## config.mk

```make
export PLATFORM = sky130hd
export DESIGN_NAME = imu_ws_front
export DESIGN_NICKNAME = d
export VERILOG_FILES = /design/src/hdl/imu_ws_pkg.sv /design/src/hdl/imu_ws_front.sv
export SDC_FILE = /design/constraint.sdc
export NUM_CORES = 1
export LEC_CHECK = 0
export ABC_AREA = 0
export ABC_CLOCK_PERIOD_IN_PS = 7510
export BUFFER_PORTS_ARGS = -buffer_cell sky130_fd_sc_hd__buf_2
export CAP_MARGIN = 20
export CORE_ASPECT_RATIO = 0.7
export CORE_MARGIN = 2
export CORE_UTILIZATION = 50
export DETAILED_ROUTE_END_ITERATION = 10
export HOLD_SLACK_MARGIN = 0.15
export PLACE_DENSITY = 0.72
export RECOVER_POWER = 25
export SLEW_MARGIN = 30
export SYNTH_ARGS = -nofsm -noshare
export SYNTH_HDL_FRONTEND = slang
export SYNTH_SLANG_ARGS = --single-unit
```

## constraint.sdc

```tcl
create_clock -name i_clk -period 7.51 [get_ports i_clk]
set_clock_uncertainty 0.05 [all_clocks]
set_input_delay 1.502 -clock i_clk [delete_from_list [all_inputs] [get_ports i_clk]]
set_output_delay 1.502 -clock i_clk [all_outputs]
set_load 0.03 [all_outputs]
```

## src/hdl/imu_ws_pkg.sv

```systemverilog
// imu_ws_pkg: shared types and constants of the imu window slicer
// holds the beat structs, the queued command struct and the register indexes
// no dependencies
`default_nettype none

package imu_ws_pkg;

    // widths fixed by the field list
    localparam int STAMP_W   = 63;
    localparam int PAYLOAD_W = 64;
    localparam int WIDE_W    = 64;
    localparam int INDEX_W   = 5;
    localparam int DROP_W    = 32;
    localparam int MARGIN_W  = 32;
    localparam int MAXPF_W   = 6;

    // defaults for the top level parameters
    localparam int RING_DEPTH_DEF = 64;
    localparam int MAX_KEPT_DEF   = 32;

    // hard cap on results for one window request
    localparam int RESULT_CAP = 32;

    // command queue between front and back (power of two depth)
    localparam int QUEUE_DEPTH = 4;
    localparam int QUEUE_AW    = $clog2(QUEUE_DEPTH);
    localparam int QUEUE_CW    = $clog2(QUEUE_DEPTH + 1);

    // input command codes
    localparam logic CMD_PUSH   = 1'b0;
    localparam logic CMD_WINDOW = 1'b1;

    // configuration port
    localparam int CFG_IDX_W  = 1;
    localparam int CFG_DATA_W = 32;
    localparam logic [CFG_IDX_W-1:0] CFG_SLICE_MARGIN = 1'd0;
    localparam logic [CFG_IDX_W-1:0] CFG_MAX_PER_FRAME = 1'd1;

    localparam logic [MAXPF_W-1:0] MAX_PER_FRAME_RST = 6'd32;

    // input beat
    typedef struct packed {
        logic                 command;
        logic [STAMP_W-1:0]   imu_stamp;
        logic [PAYLOAD_W-1:0] imu_payload;
        logic [STAMP_W-1:0]   scan_begin;
        logic [STAMP_W-1:0]   scan_end;
    } t_in_item;

    // output beat
    typedef struct packed {
        logic                 sample_valid;
        logic [STAMP_W-1:0]   sample_stamp;
        logic [PAYLOAD_W-1:0] sample_payload;
        logic [INDEX_W-1:0]   sample_index;
        logic                 last;
        logic [DROP_W-1:0]    dropped_total;
    } t_out_item;

    // classified command: push carries {0,stamp} / payload,
    // window request carries signed widened begin / unsigned widened end
    typedef struct packed {
        logic              is_req;
        logic [WIDE_W-1:0] a;
        logic [WIDE_W-1:0] b;
    } t_cmd;

endpackage

`default_nettype wire

```

## src/hdl/imu_ws_front.sv

```systemverilog
// imu_ws_front: accepts input beats, classifies them and queues commands
// widens the scan window by the margin before queuing
// depends on imu_ws_pkg
`default_nettype none

module imu_ws_front (
    input  wire logic                                 i_clk,
    input  wire logic                                 i_rst_n,
    input  wire logic                                 i_in_valid,
    output logic                                      o_in_stall,
    input  wire imu_ws_pkg::t_in_item                 i_in_item,
    input  wire logic [imu_ws_pkg::MARGIN_W-1:0]      i_margin,
    output logic                                      o_cmd_valid,
    output imu_ws_pkg::t_cmd                          o_cmd,
    input  wire logic                                 i_cmd_pop
);

    imu_ws_pkg::t_cmd                       r_mem [imu_ws_pkg::QUEUE_DEPTH];
    logic [imu_ws_pkg::QUEUE_AW-1:0]        r_wr, n_wr;
    logic [imu_ws_pkg::QUEUE_AW-1:0]        r_rd, n_rd;
    logic [imu_ws_pkg::QUEUE_CW-1:0]        r_count, n_count;
    imu_ws_pkg::t_cmd                       w_cmd;
    logic                                   w_accept;
    logic                                   w_pop;

    // queue full holds the sender off
    assign o_in_stall  = (r_count == imu_ws_pkg::QUEUE_CW'(imu_ws_pkg::QUEUE_DEPTH));
    assign w_accept    = i_in_valid && !o_in_stall;
    assign o_cmd_valid = (r_count != '0);
    assign w_pop       = i_cmd_pop && o_cmd_valid;
    assign o_cmd       = r_mem[r_rd];

    // classify the beat and widen the window
    always_comb begin
        w_cmd.is_req = (i_in_item.command == imu_ws_pkg::CMD_WINDOW);
        if (w_cmd.is_req) begin
            w_cmd.a = $unsigned($signed({1'b0, i_in_item.scan_begin})
                    - $signed({{(imu_ws_pkg::WIDE_W - imu_ws_pkg::MARGIN_W){1'b0}}, i_margin}));
            w_cmd.b = {1'b0, i_in_item.scan_end}
                    + {{(imu_ws_pkg::WIDE_W - imu_ws_pkg::MARGIN_W){1'b0}}, i_margin};
        end else begin
            w_cmd.a = {1'b0, i_in_item.imu_stamp};
            w_cmd.b = i_in_item.imu_payload;
        end
    end

    // pointer and fill updates
    always_comb begin
        n_wr    = w_accept ? r_wr + 1'b1 : r_wr;
        n_rd    = w_pop ? r_rd + 1'b1 : r_rd;
        n_count = r_count;
        if (w_accept && !w_pop) begin
            n_count = r_count + 1'b1;
        end else if (!w_accept && w_pop) begin
            n_count = r_count - 1'b1;
        end
    end

    always_ff @(posedge i_clk) begin
        if (!i_rst_n) begin
            r_wr    <= '0;
            r_rd    <= '0;
            r_count <= '0;
        end else begin
            r_wr    <= n_wr;
            r_rd    <= n_rd;
            r_count <= n_count;
        end
    end

    // queue storage
    always_ff @(posedge i_clk) begin
        if (w_accept) begin
            r_mem[r_wr] <= w_cmd;
        end
    end

endmodule

`default_nettype wire

```

; Word level (Yosys, flattened, before mapping)
; Memory sizes are Yosys's and may differ from the RTL's. A register that Yosys moved wholly into a read port is not among the register bits.
; Cells that the tools add are included.
[word_totals]
reg_bits = 7
mem_bits_rw = 516
inputBits = 290
output_inout_bits = 131
word_cells = 27
memories = 1
[classes]
n_addsub = 6
eq_ne = 1
n_mux = 7
reduce_logical = 9
[mem_list]
columns = memory, depth, word_bits, read_ports, rd_clocked_by_memory_dff, wr, line_no
row1 = r_mem, 4, 129, 1, 1, 1, imu_ws_front.sv:18  ; imu_ws_pkg::t_cmd r_mem [imu_ws_pkg::QUEUE_DEPTH];
[op_table]
columns = op, count
row1 = $mux W128, 1
row2 = $add A63 B32 Y64, 1
row3 = $sub A63 B32 Y64, 1
row4 = $mux W3, 2
row5 = $add A2 B1 Y2 const B, 2
row6 = $logic_and A1 B1 Y1, 4
row7 = $mux W2, 2
row8 = $add A3 B1 Y3 const B, 1
row9 = $eq A3 B3 Y1 const B, 1
row10 = $logic_not A1 Y1, 3
row11 = $reduce_bool A3 Y1, 1
row12 = $sub A3 B1 Y3 const B, 1
row13 = $mux W1, 2
row14 = $reduce_bool A2 Y1, 1

; Depth between registers and ports, before layout
; Gate-level depths: netlist (run 1).
[depth]
word_depth = 7
mapped_depth = 11
depth_no_buf = 11

; Worst setup path before layout (run 1)
; Ideal clock, no wire load.
[synth_path]
kind = input-to-reg
startpoint = input port i_in_valid
endpoint = memory r_mem[0][0] in the netlist's numbering (enable)
setup_time_ns = 0.503
t_arrival_ns = 4.851
t_required_ns = 6.957
slack_ns = 2.105
path_stages = 3
n_path_buf = 1
path_cell_list = nor2b_1 -> clkbuf_1 -> and2_1
[synth_via]
elab_chain_len = 3
[synth_rtl]
columns = element, line_no
row1 = "start, declared", imu_ws_front.sv:9  ; input wire logic i_in_valid,
row2 = $logic_and A1 B1 Y1, imu_ws_front.sv:28  ; assign w_accept = i_in_valid && !o_in_stall;
row3 = net w_accept, imu_ws_front.sv:23  ; logic w_accept;
row4 = $mux W1, imu_ws_front.sv:73  ; if (w_accept) begin
row5 = $mux W1 (not written as such), imu_ws_front.sv:74  ; r_mem[r_wr] <= w_cmd;
row6 = "end, declared", imu_ws_front.sv:18
; The timed path passes the listed nets, and every way through them passes these cells.

==> results of run 1 <==
-- final cells by class --
| type | count | area, µm² | area share, % |
|---|---|---|---|
| sequential | 525 | 15700 | 51.5 |
| clock inverter | 29 | 313 | 1.03 |
| tap | 674 | 843 | 2.77 |
| antenna | 18 | 45.0 | 0.148 |
| clock buffer | 61 | 1360 | 4.46 |
| inverter | 68 | 255 | 0.839 |
| timing repair buffer | 438 | 2240 | 7.37 |
| multi-input combinational | 1142 | 9700 | 31.9 |
-- worst paths after layout --
path / from / endpoint / slack (ns) / cells after the start
setup reg to reg: r_count[0]$_SDFFE_PN0P_ / r_mem[1][37]$_DFFE_PP_ / 2.52 / 4
hold reg to reg: r_count[2]$_SDFFE_PN0P_ / r_count[2]$_SDFFE_PN0P_ / 0.47 / 2
hold / removal: r_count[2]$_SDFFE_PN0P_ / r_count[2]$_SDFFE_PN0P_ / 0.47 / 2
setup / recovery: i_in_item[253] / r_mem[0][127]$_DFFE_PP_ / 1.81 / 4
-- critical path: stages --
cell and delay (ns):
clkbuf_1 2.52, clkinv_1 0.47, or4_2 0.83, nor4b_1 0.59
-- report_power, final --
| group | switching, mW | internal, mW | total [mW] |
|---|---|---|---|
| sequential | 0.144 | 3.69 | 3.83 |
| clock | 1.08 | 1.49 | 2.58 |
| combinational | 1.95 | 1.08 | 3.03 |
| total | 3.17 | 6.27 | 9.44 |
-- metal layers --
layer  routed length, µm  share of wire, %  global-route usage [%]  vias up
li1                    -                 -                       -     8016
met1               32900                43                    41.8     9030
met2               34200                44                    42.0      854
met3                8070                10                    7.50      120
met4                2010               2.6                    8.18       14
met5                  82              0.11                       0        -
-- placed cells by master, fill, tap and decap left out, types with 18 or more instances in the layout --
cell type,instances
a21o_1,23
a21oi_1,139
a31oi_1,19
buf_2,418
clkbuf_16,53
diode_2,18
edfxtp_1,516
ha_1,69
inv_1,67
mux2_2,40
mux4_2,129
nand2_1,109
nand3_1,38
nand4_1,28
nor2_1,119
nor3_1,28
o21ai_0,44
xnor2_1,63
xor2_1,29
-- flip-flops by register name (all words and copies together), names as in the netlist, named ones only --
signal,count
r_rd,2
r_mem,516
r_count,3
r_wr,2
-- logic make-up after synthesis --
| group | Yosys count | share of synthesized area (%) |
|---|---|---|
| XOR/XNOR | 92 | 3.11 |
| AO/OA/AOI/OAI | 362 | 8.95 |
| adder cells (fa/ha/maj) | 72 | 3.56 |
| multiplexers | 182 | 13.5 |
| AND/OR/NAND/NOR | 434 | 8.31 |
| flip-flops | 525 | 60.5 |
| buffers and inverters | 146 | 2.12 |
-- stage by stage --
stage | utilization (%) | power, mW | instance area, µm² | hold slack (ns)
2_1_floorplan | - | 5.95 | 25900 | 0.417
3_3_place_gp | 56.5 | 6.87 | 28800 | 0.432
3_5_place_dp | 56.5 | 6.92 | 28800 | 0.453
4_1_cts | 59.7 | 9.48 | 30400 | 0.466
5_1_grt | 59.7 | 9.81 | 30400 | 0.511
6_report | 59.8 | 9.44 | 30400 | 0.471
==> metrics.txt, run 1 <==
status finished, violations left; failing checks max-capacitance violations, max-slew violations; Final Setup Violations 0; Hold Crit Class register to register; RSZ-0062 raised after global routing false; peak supply drop between 300 and 400 µV; DIE HEIGHT 195 µm; Tightest Pin Transition roughly 4.0 ns; clock latency on the worst-skew pair 0.59 ns; ANT nets after route 0; first drt pass iteration count 5; FILL cells between 4000 and 5000; setup TNS after final layout 0 ns; CP Max Fanout between 50 and 60; final hold vios 0; Synth area leaders edfxtp_1 (60%), mux4_2 (11%), ha_1 (3.3%); initial antenna violation count 28; share of cells above drive strength 1 a little under a third; Final Max Slew Viols 300; #FFs+latches synth 525; # H-tree levels 2; CTS sink cnt 525; Slew HR -169%; crit end category register; top cells by count, synth edfxtp_1 (516), a21oi_1 (139), mux4_2 (129); GP Congestion roughly 0.94; Layout area overhead 17.4%; io pins ~420; Req. time, crit path just under 8 ns; synth unique cells 72; Synth top area share approximately three fifths; Mapped Area approximately 26000 µm²; DP HPWL around 56 mm; achievable frequency about 0.18 GHz; Final #Nets ~2600; full die area roughly 54000 µm²; syn avg cell area 14.3 µm²; # resized after CTS 0; Clock Tree Buf Depth 3; CTS tree done; Port Buffers 420; postcts setup bufs 0; first-pass GRT wire length roughly 110 mm; residual DRC count 0; sequential share of the synthesized area 60.5%; wire length per cell about 26 µm; post-layout min period 5.70 ns; vias in the first global route 17600; area leader, netlist edfxtp_1; CTS clk-pin slew, worst paths 0.07 ns; Worst Setup Path Type input port to register; via count around 18000; DIE WIDTH approximately 280 µm; ys async rst share 0%; Post-synth EDFFs between 500 and 600; Gate Count Post-Synth 1813; largest net degree at the start of global routing 130; Arr. time, crit path 5.95 ns; Post-synth top flop edfxtp_1; Pleak roughly 11 nW; Yosys Warn Count 0; Initial Util roughly 50%; Core Area 50900 µm²; DR iter-0 viols roughly 1800; total of max-cap violations 5; Routed Wire Length 77.3 mm; cts hold-fix bufs 0; startpoint types input port; Vias/cell between 6 and 7; final cycle utilization of the critical path around three quarters; Root Driver clkbuf_16; post-placement worst setup slack 2.24 ns; Post-Place Cells between 2000 and 3000; Syn Nets roughly 2200; GRT Residual Overflow 0; final setup margin 1.81 ns; post-route insts no fill about 3000; All-Layer GR Usage 28.5%; pwr dens 310 nW/µm²; TritonCTS Buffers 50; most frequent cell after synthesis edfxtp_1; Site Rows 69
No activity file was read; power rests on OpenSTA's default activity.
==> inputs of run 2 (changes only) <==
--- a/config.mk
+++ b/config.mk
@@ -6,7 +6,7 @@
 export NUM_CORES = 1
 export LEC_CHECK = 0
 export ABC_AREA = 0
-export ABC_CLOCK_PERIOD_IN_PS = 7510
+export ABC_CLOCK_PERIOD_IN_PS = 5100
 export BUFFER_PORTS_ARGS = -buffer_cell sky130_fd_sc_hd__buf_2
 export CAP_MARGIN = 20
 export CORE_ASPECT_RATIO = 0.7
@@ -14,7 +14,7 @@
 export CORE_UTILIZATION = 50
 export DETAILED_ROUTE_END_ITERATION = 10
 export HOLD_SLACK_MARGIN = 0.15
-export PLACE_DENSITY = 0.72
+export PLACE_DENSITY = 0.75
 export RECOVER_POWER = 25
 export SLEW_MARGIN = 30
 export SYNTH_ARGS = -nofsm -noshare
==> constraint.sdc (replaced) <==
create_clock -name i_clk -period 5.1 [get_ports i_clk]
set_clock_uncertainty 0.05 [all_clocks]
set_input_delay 1.02 -clock i_clk [delete_from_list [all_inputs] [get_ports i_clk]]
set_output_delay 1.02 -clock i_clk [all_outputs]
set_load 0.03 [all_outputs]
==> metrics.txt, run 2 (synthesis results as in run 1) <==
final setup margin 0.792 ns (-1.02 ns); full die area 53700 µm² (unchanged); Final Setup Violations 0 (unchanged); Port Buffers 420 (unchanged); failing checks max-capacitance violations, max-slew violations; total of max-cap violations 7 (+2); Clock Tree Buf Depth 3 (unchanged); Site Rows 69 (unchanged); GP Congestion 0.960 (+1.6%); via count 18200 (+1.1%); Hold Crit Class register to register; cts hold-fix bufs 0 (unchanged); max reg flops 516 (unchanged); peak supply drop 350 µV (+12%); Tightest Pin Transition 2.68 ns (-1.36 ns); io pins 421 (unchanged); final cycle utilization of the critical path a little over four fifths; first-pass GRT wire length 113 mm (about the same); Slew HR -78.6% (+90 points); Top Registers r_mem: 516 flops, r_count: 3 flops; most frequent cells in the layout edfxtp_1 (516), buf_2 (419), a21oi_1 (139); CTS sink cnt 525 (unchanged); Pleak 10.9 nW (+0.15%); clock latency on the worst-skew pair 0.58 ns (about the same); post-route insts no fill 2960 (+0.17%); Post-Place Cells 2858 (+0.39%); Final #Nets 2597 (+0.39%); CTS tree done; # H-tree levels 2 (unchanged); Layout area overhead 17.5% (about the same); CP Max Fanout 5 (-92%); GRT Residual Overflow 0 (unchanged); startpoint types input port; # resized after CTS 0 (unchanged); achievable frequency approximately 0.23 GHz; setup TNS after final layout 0 ns (unchanged); Root Driver clkbuf_16; post-layout min period ~4.3 ns; Core Area 50900 µm² (unchanged); Tot Pwr 13.8 mW (+46%); RSZ-0062 raised after global routing false; share of cells above drive strength 1 31.1% (-0.038 points); status finished, violations left; postcts setup bufs 0 (unchanged); All-Layer GR Usage 28.3% (-0.20 points); first drt pass iteration count 5 (unchanged); DIE WIDTH 276 µm (unchanged); pwr dens 452 nW/µm² (+46%); vias in the first global route 18000 (+2.1%); DP HPWL 56.2 mm (+0.33%); CTS clk-pin slew, worst paths 0.06 ns (about the same); Final Max Slew Viols 339 (+13%); most common cell after layout, fill and taps aside edfxtp_1; final hold vios 0 (unchanged); Routed Wire Length 77.0 mm (-0.39%); largest net degree at the start of global routing 79 (-39%); Vias/cell 6.16 (+0.94%); Arr. time, crit path 4.51 ns (-1.44 ns); ANT nets after route 0 (unchanged); DR iter-0 viols 1891 (+7.7%); residual DRC count 0 (unchanged); Worst Setup Path Type input port to register; TritonCTS Buffers 49 (-2.0%); wire length per cell 26.0 µm (-0.56%); Initial Util 50.9% (unchanged); initial antenna violation count 24 (-14%); crit end category register; Largest Register r_mem; post-placement worst setup slack 0.364 ns (-1.87 ns); Req. time, crit path 5.30 ns (-2.46 ns); DIE HEIGHT 195 µm (unchanged)
run 2: layout make-up:
type	instances	area, µm²
inverters	68	255
flip-flops and latches	525	15700
well taps	674	843
repair buffers	449	2400
diodes	17	42.5
fillers	4042	20500
multi-input cells	1142	9700
clock buffers	60	1270
clock inverters	25	274
run 2: stage by stage:
stage / util (%) / instance area (µm²) / hold WS (ns)
2_1_floorplan: - / 25900 / 0.417
3_3_place_gp: 56.8 / 29000 / 0.425
3_5_place_dp: 56.8 / 29000 / 0.465
4_1_cts: 59.9 / 30500 / 0.473
5_1_grt: 59.8 / 30400 / 0.511
6_report: 59.8 / 30500 / 0.471
run 2: final timing paths:
check                          startpoint                 endpoint  slack (ns)  cells after the start
setup / recovery              i_margin[1]  r_mem[1][119]$_DFFE_PP_        0.79                     11
hold / removal    r_count[2]$_SDFFE_PN0P_  r_count[2]$_SDFFE_PN0P_        0.47                      2
setup reg to reg  r_count[0]$_SDFFE_PN0P_  r_mem[0][117]$_DFFE_PP_        1.15                      4
hold reg to reg   r_count[2]$_SDFFE_PN0P_  r_count[2]$_SDFFE_PN0P_        0.47                      2
run 2: power by group:
group	leakage [nW]	switching, mW	internal (mW)
Clock	0.754	1.54	2.06
Combinational	5.36	2.93	1.65
Sequential	4.80	0.181	5.40
Total	10.9	4.64	9.11
run 2: per-layer routing:
metal | share of wire [%] | global-route usage, % | vias to the layer above
met1 | 43 | 41.6 | 9207
met3 | 10 | 6.66 | 118
li1 | - | - | 8017
met5 | 0.095 | 0 | -
met2 | 45 | 43.2 | 881
met4 | 2.1 | 6.07 | 12
run 2: critical path, cell delays in order:
cell and delay, ns:
buf_2 0.15, inv_1 0.06, ha_1 0.26, nor2b_1 0.18
o31ai_1 0.09, buf_4 0.16, a21oi_1 0.28, a21oi_1 0.22
nor4b_2 0.91, o211ai_1 0.31, o311ai_0 0.84
==> inputs of run 3 (changes only) <==
--- a/config.mk
+++ b/config.mk
@@ -6,7 +6,7 @@
 export NUM_CORES = 1
 export LEC_CHECK = 0
 export ABC_AREA = 0
-export ABC_CLOCK_PERIOD_IN_PS = 5100
+export ABC_CLOCK_PERIOD_IN_PS = 3770
 export BUFFER_PORTS_ARGS = -buffer_cell sky130_fd_sc_hd__buf_2
 export CAP_MARGIN = 20
 export CORE_ASPECT_RATIO = 0.7
==> constraint.sdc (replaced) <==
create_clock -name i_clk -period 3.77 [get_ports i_clk]
set_clock_uncertainty 0.05 [all_clocks]
set_input_delay 0.754 -clock i_clk [delete_from_list [all_inputs] [get_ports i_clk]]
set_output_delay 0.754 -clock i_clk [all_outputs]
set_load 0.03 [all_outputs]
==> metrics.txt, run 3 (synthesis results as in run 1) <==
max reg flops 516 (unchanged); cell at the slowest stage of the critical path clkbuf_1; postcts setup bufs 0 (unchanged); Cell Chain, Critical Path clkbuf_1, inv_1, buf_2, or3_1, o211ai_1; clock latency on the worst-skew pair 0.58 ns (about the same); final cycle utilization of the critical path 92.0%; Int Power 12.6 mW (+39%); WL met3 8.65 mm (+9.3%); pwr dens 596 nW/µm² (+32%); register share of total power 39.8% (-0.8 points); status finished, violations left; CTS sink cnt 525 (unchanged); Combinational Power Share 34.0% (+0.8 points); All-Layer GR Usage 28.9% (+0.59 points); first drt pass iteration count 7 (+2); crit end category register; residual DRC count 0 (unchanged); net load switching power 6.38 mW (+37%); Hold Crit Class input port to register; most common cell after layout, fill and taps aside edfxtp_1; wire length per cell 25.0 µm (-3.9%); via count 18800 (+3.0%); Largest Register r_mem; CTS tree done; achievable frequency slightly below 0.3 GHz; final setup margin 0.301 ns (-0.491 ns); CTS clk-pin slew, worst paths 0.06 ns (about the same); GRT Residual Overflow 0 (unchanged); Tightest Pin Transition 2.18 ns (-0.499 ns); io pins 421 (unchanged); Final Max Slew Viols 174 (-49%); DR iter-0 viols 1935 (+2.3%); full die area 53700 µm² (unchanged); max layer used met5; M1 WL 32.9 mm (-0.41%); GP Congestion 0.986 (+2.7%); Site Rows 69 (unchanged); Worst Setup Path Type input port to register; post-layout min period 3.47 ns; DIE WIDTH 276 µm (unchanged); RSZ-0062 raised after global routing false; peak supply drop 428 µV (+22%); WL met2 35.0 mm (+1.8%); setup TNS after final layout 0 ns (unchanged); Routed Wire Length 78.7 mm (+2.2%); Core Area 50900 µm² (unchanged); startpoint types input port; Tot Pwr 19.0 mW (+38%); failing checks max-capacitance violations, max-slew violations; total of max-cap violations 5 (-2); Root Driver clkbuf_16; CP Max Fanout 33 (+28); worst path bufs/invs 3 (unchanged); clock power share 26.1% (about the same); DP HPWL 58.5 mm (+4.0%); Top Registers r_mem: 516 flops, r_count: 3 flops; post-placement worst setup slack -0.174 ns (-0.538 ns); CP max stage delay 0.90 ns (about the same); Layout area overhead 23.1%; largest net degree at the start of global routing 116 (+47%); Final Setup Violations 0 (unchanged); # resized after CTS 0 (unchanged); Initial Util 50.9% (unchanged); cts hold-fix bufs 0 (unchanged); most frequent cells in the layout edfxtp_1 (516), buf_2 (419), buf_4 (193); share of cells above drive strength 1 35.9% (+4.8 points); Clock Tree Buf Depth 3 (unchanged); vias in the first global route 18600 (+3.8%); Pleak 11.8 nW (+8.3%); Req. time, crit path 4.06 ns (-1.24 ns); Port Buffers 420 (unchanged); initial antenna violation count 28 (+17%); Final #Nets 2778 (+7.0%); ANT nets after route 0 (unchanged); first-pass GRT wire length 115 mm (+2.0%); Vias/cell 5.97 (-3.1%); sw frac 33.6% (-0.21 points); Slew HR -45.3% (+33 points); Arr. time, crit path 3.76 ns (-0.75 ns); DIE HEIGHT 195 µm (unchanged); family with the most delay on the worst path buffers and inverters; # H-tree levels 2 (unchanged); TritonCTS Buffers 50 (+2.0%); FILL cells 3864 (-4.4%); final hold vios 0 (unchanged)
run 3: changes by cell type in the layout (fill, tap and decap cells not counted), sizes merged:
| cell | delta |
|---|---|
| buf | +181 |
| bufinv | -1 |
| diode | +2 |
| clkbuf | +1 |
| clkinv | +4 |
run 3: final cells by class:
class                   count  area [µm²]  share of cell area, %
flip-flops and latches    525       15700                   49.1
multi-input cells        1142        9700                   30.4
repair buffers            629        3780                   11.8
clock buffers              62        1360                   4.26
well taps                 674         843                   2.64
clock inverters            28         255                  0.800
inverters                  68         255                  0.800
diodes                     19        47.5                  0.149
run 3: through the flow:
stage	hold slack [ns]	util (%)	instance area (µm²)	instances
after global placement	0.434	59.6	30400	3038
after detailed placement	0.508	59.6	30400	3038
after global routing	0.450	62.6	31900	3141
after CTS	0.412	62.8	32000	3128
after floorplan	0.417	-	25900	1813
final	0.443	62.7	31900	3147
run 3: worst paths after layout:
check	startpoint	endpoint	slack, ns	cells after the start
setup / recovery	i_in_item[253]	r_mem[1][54]$_DFFE_PP_	0.30	5
hold / removal	i_rst_n	r_wr[0]$_SDFFE_PN0P_	0.44	2
setup reg to reg	r_count[0]$_SDFFE_PN0P_	r_mem[1][41]$_DFFE_PP_	0.37	4
hold reg to reg	r_count[2]$_SDFFE_PN0P_	r_count[2]$_SDFFE_PN0P_	0.51	2
run 3: per-layer routing:
metal | up-vias | GRT usage, %
met5 | - | 0
met4 | 16 | 8.72
met3 | 134 | 8.88
met2 | 898 | 43.0
met1 | 9334 | 40.9
li1 | 8397 | -
run 3: worst register-to-register path, cell delays in order (launching register included):
cell     delay, ns
dfxtp_1       0.41
nor3b_1       0.10
nor2b_1       0.43
and2_0        1.53
buf_12        0.39
run 3: power by group through the flow:
stage / combinational (mW) / sequential (mW) / clock, mW
after floorplan: 4.28 / 7.53 / 0
after global placement: 6.43 / 7.62 / 0
after detailed placement: 6.49 / 7.68 / 0
after CTS: 6.52 / 7.57 / 5.05
after global routing: 6.84 / 7.63 / 5.24
final: 6.47 / 7.57 / 4.97
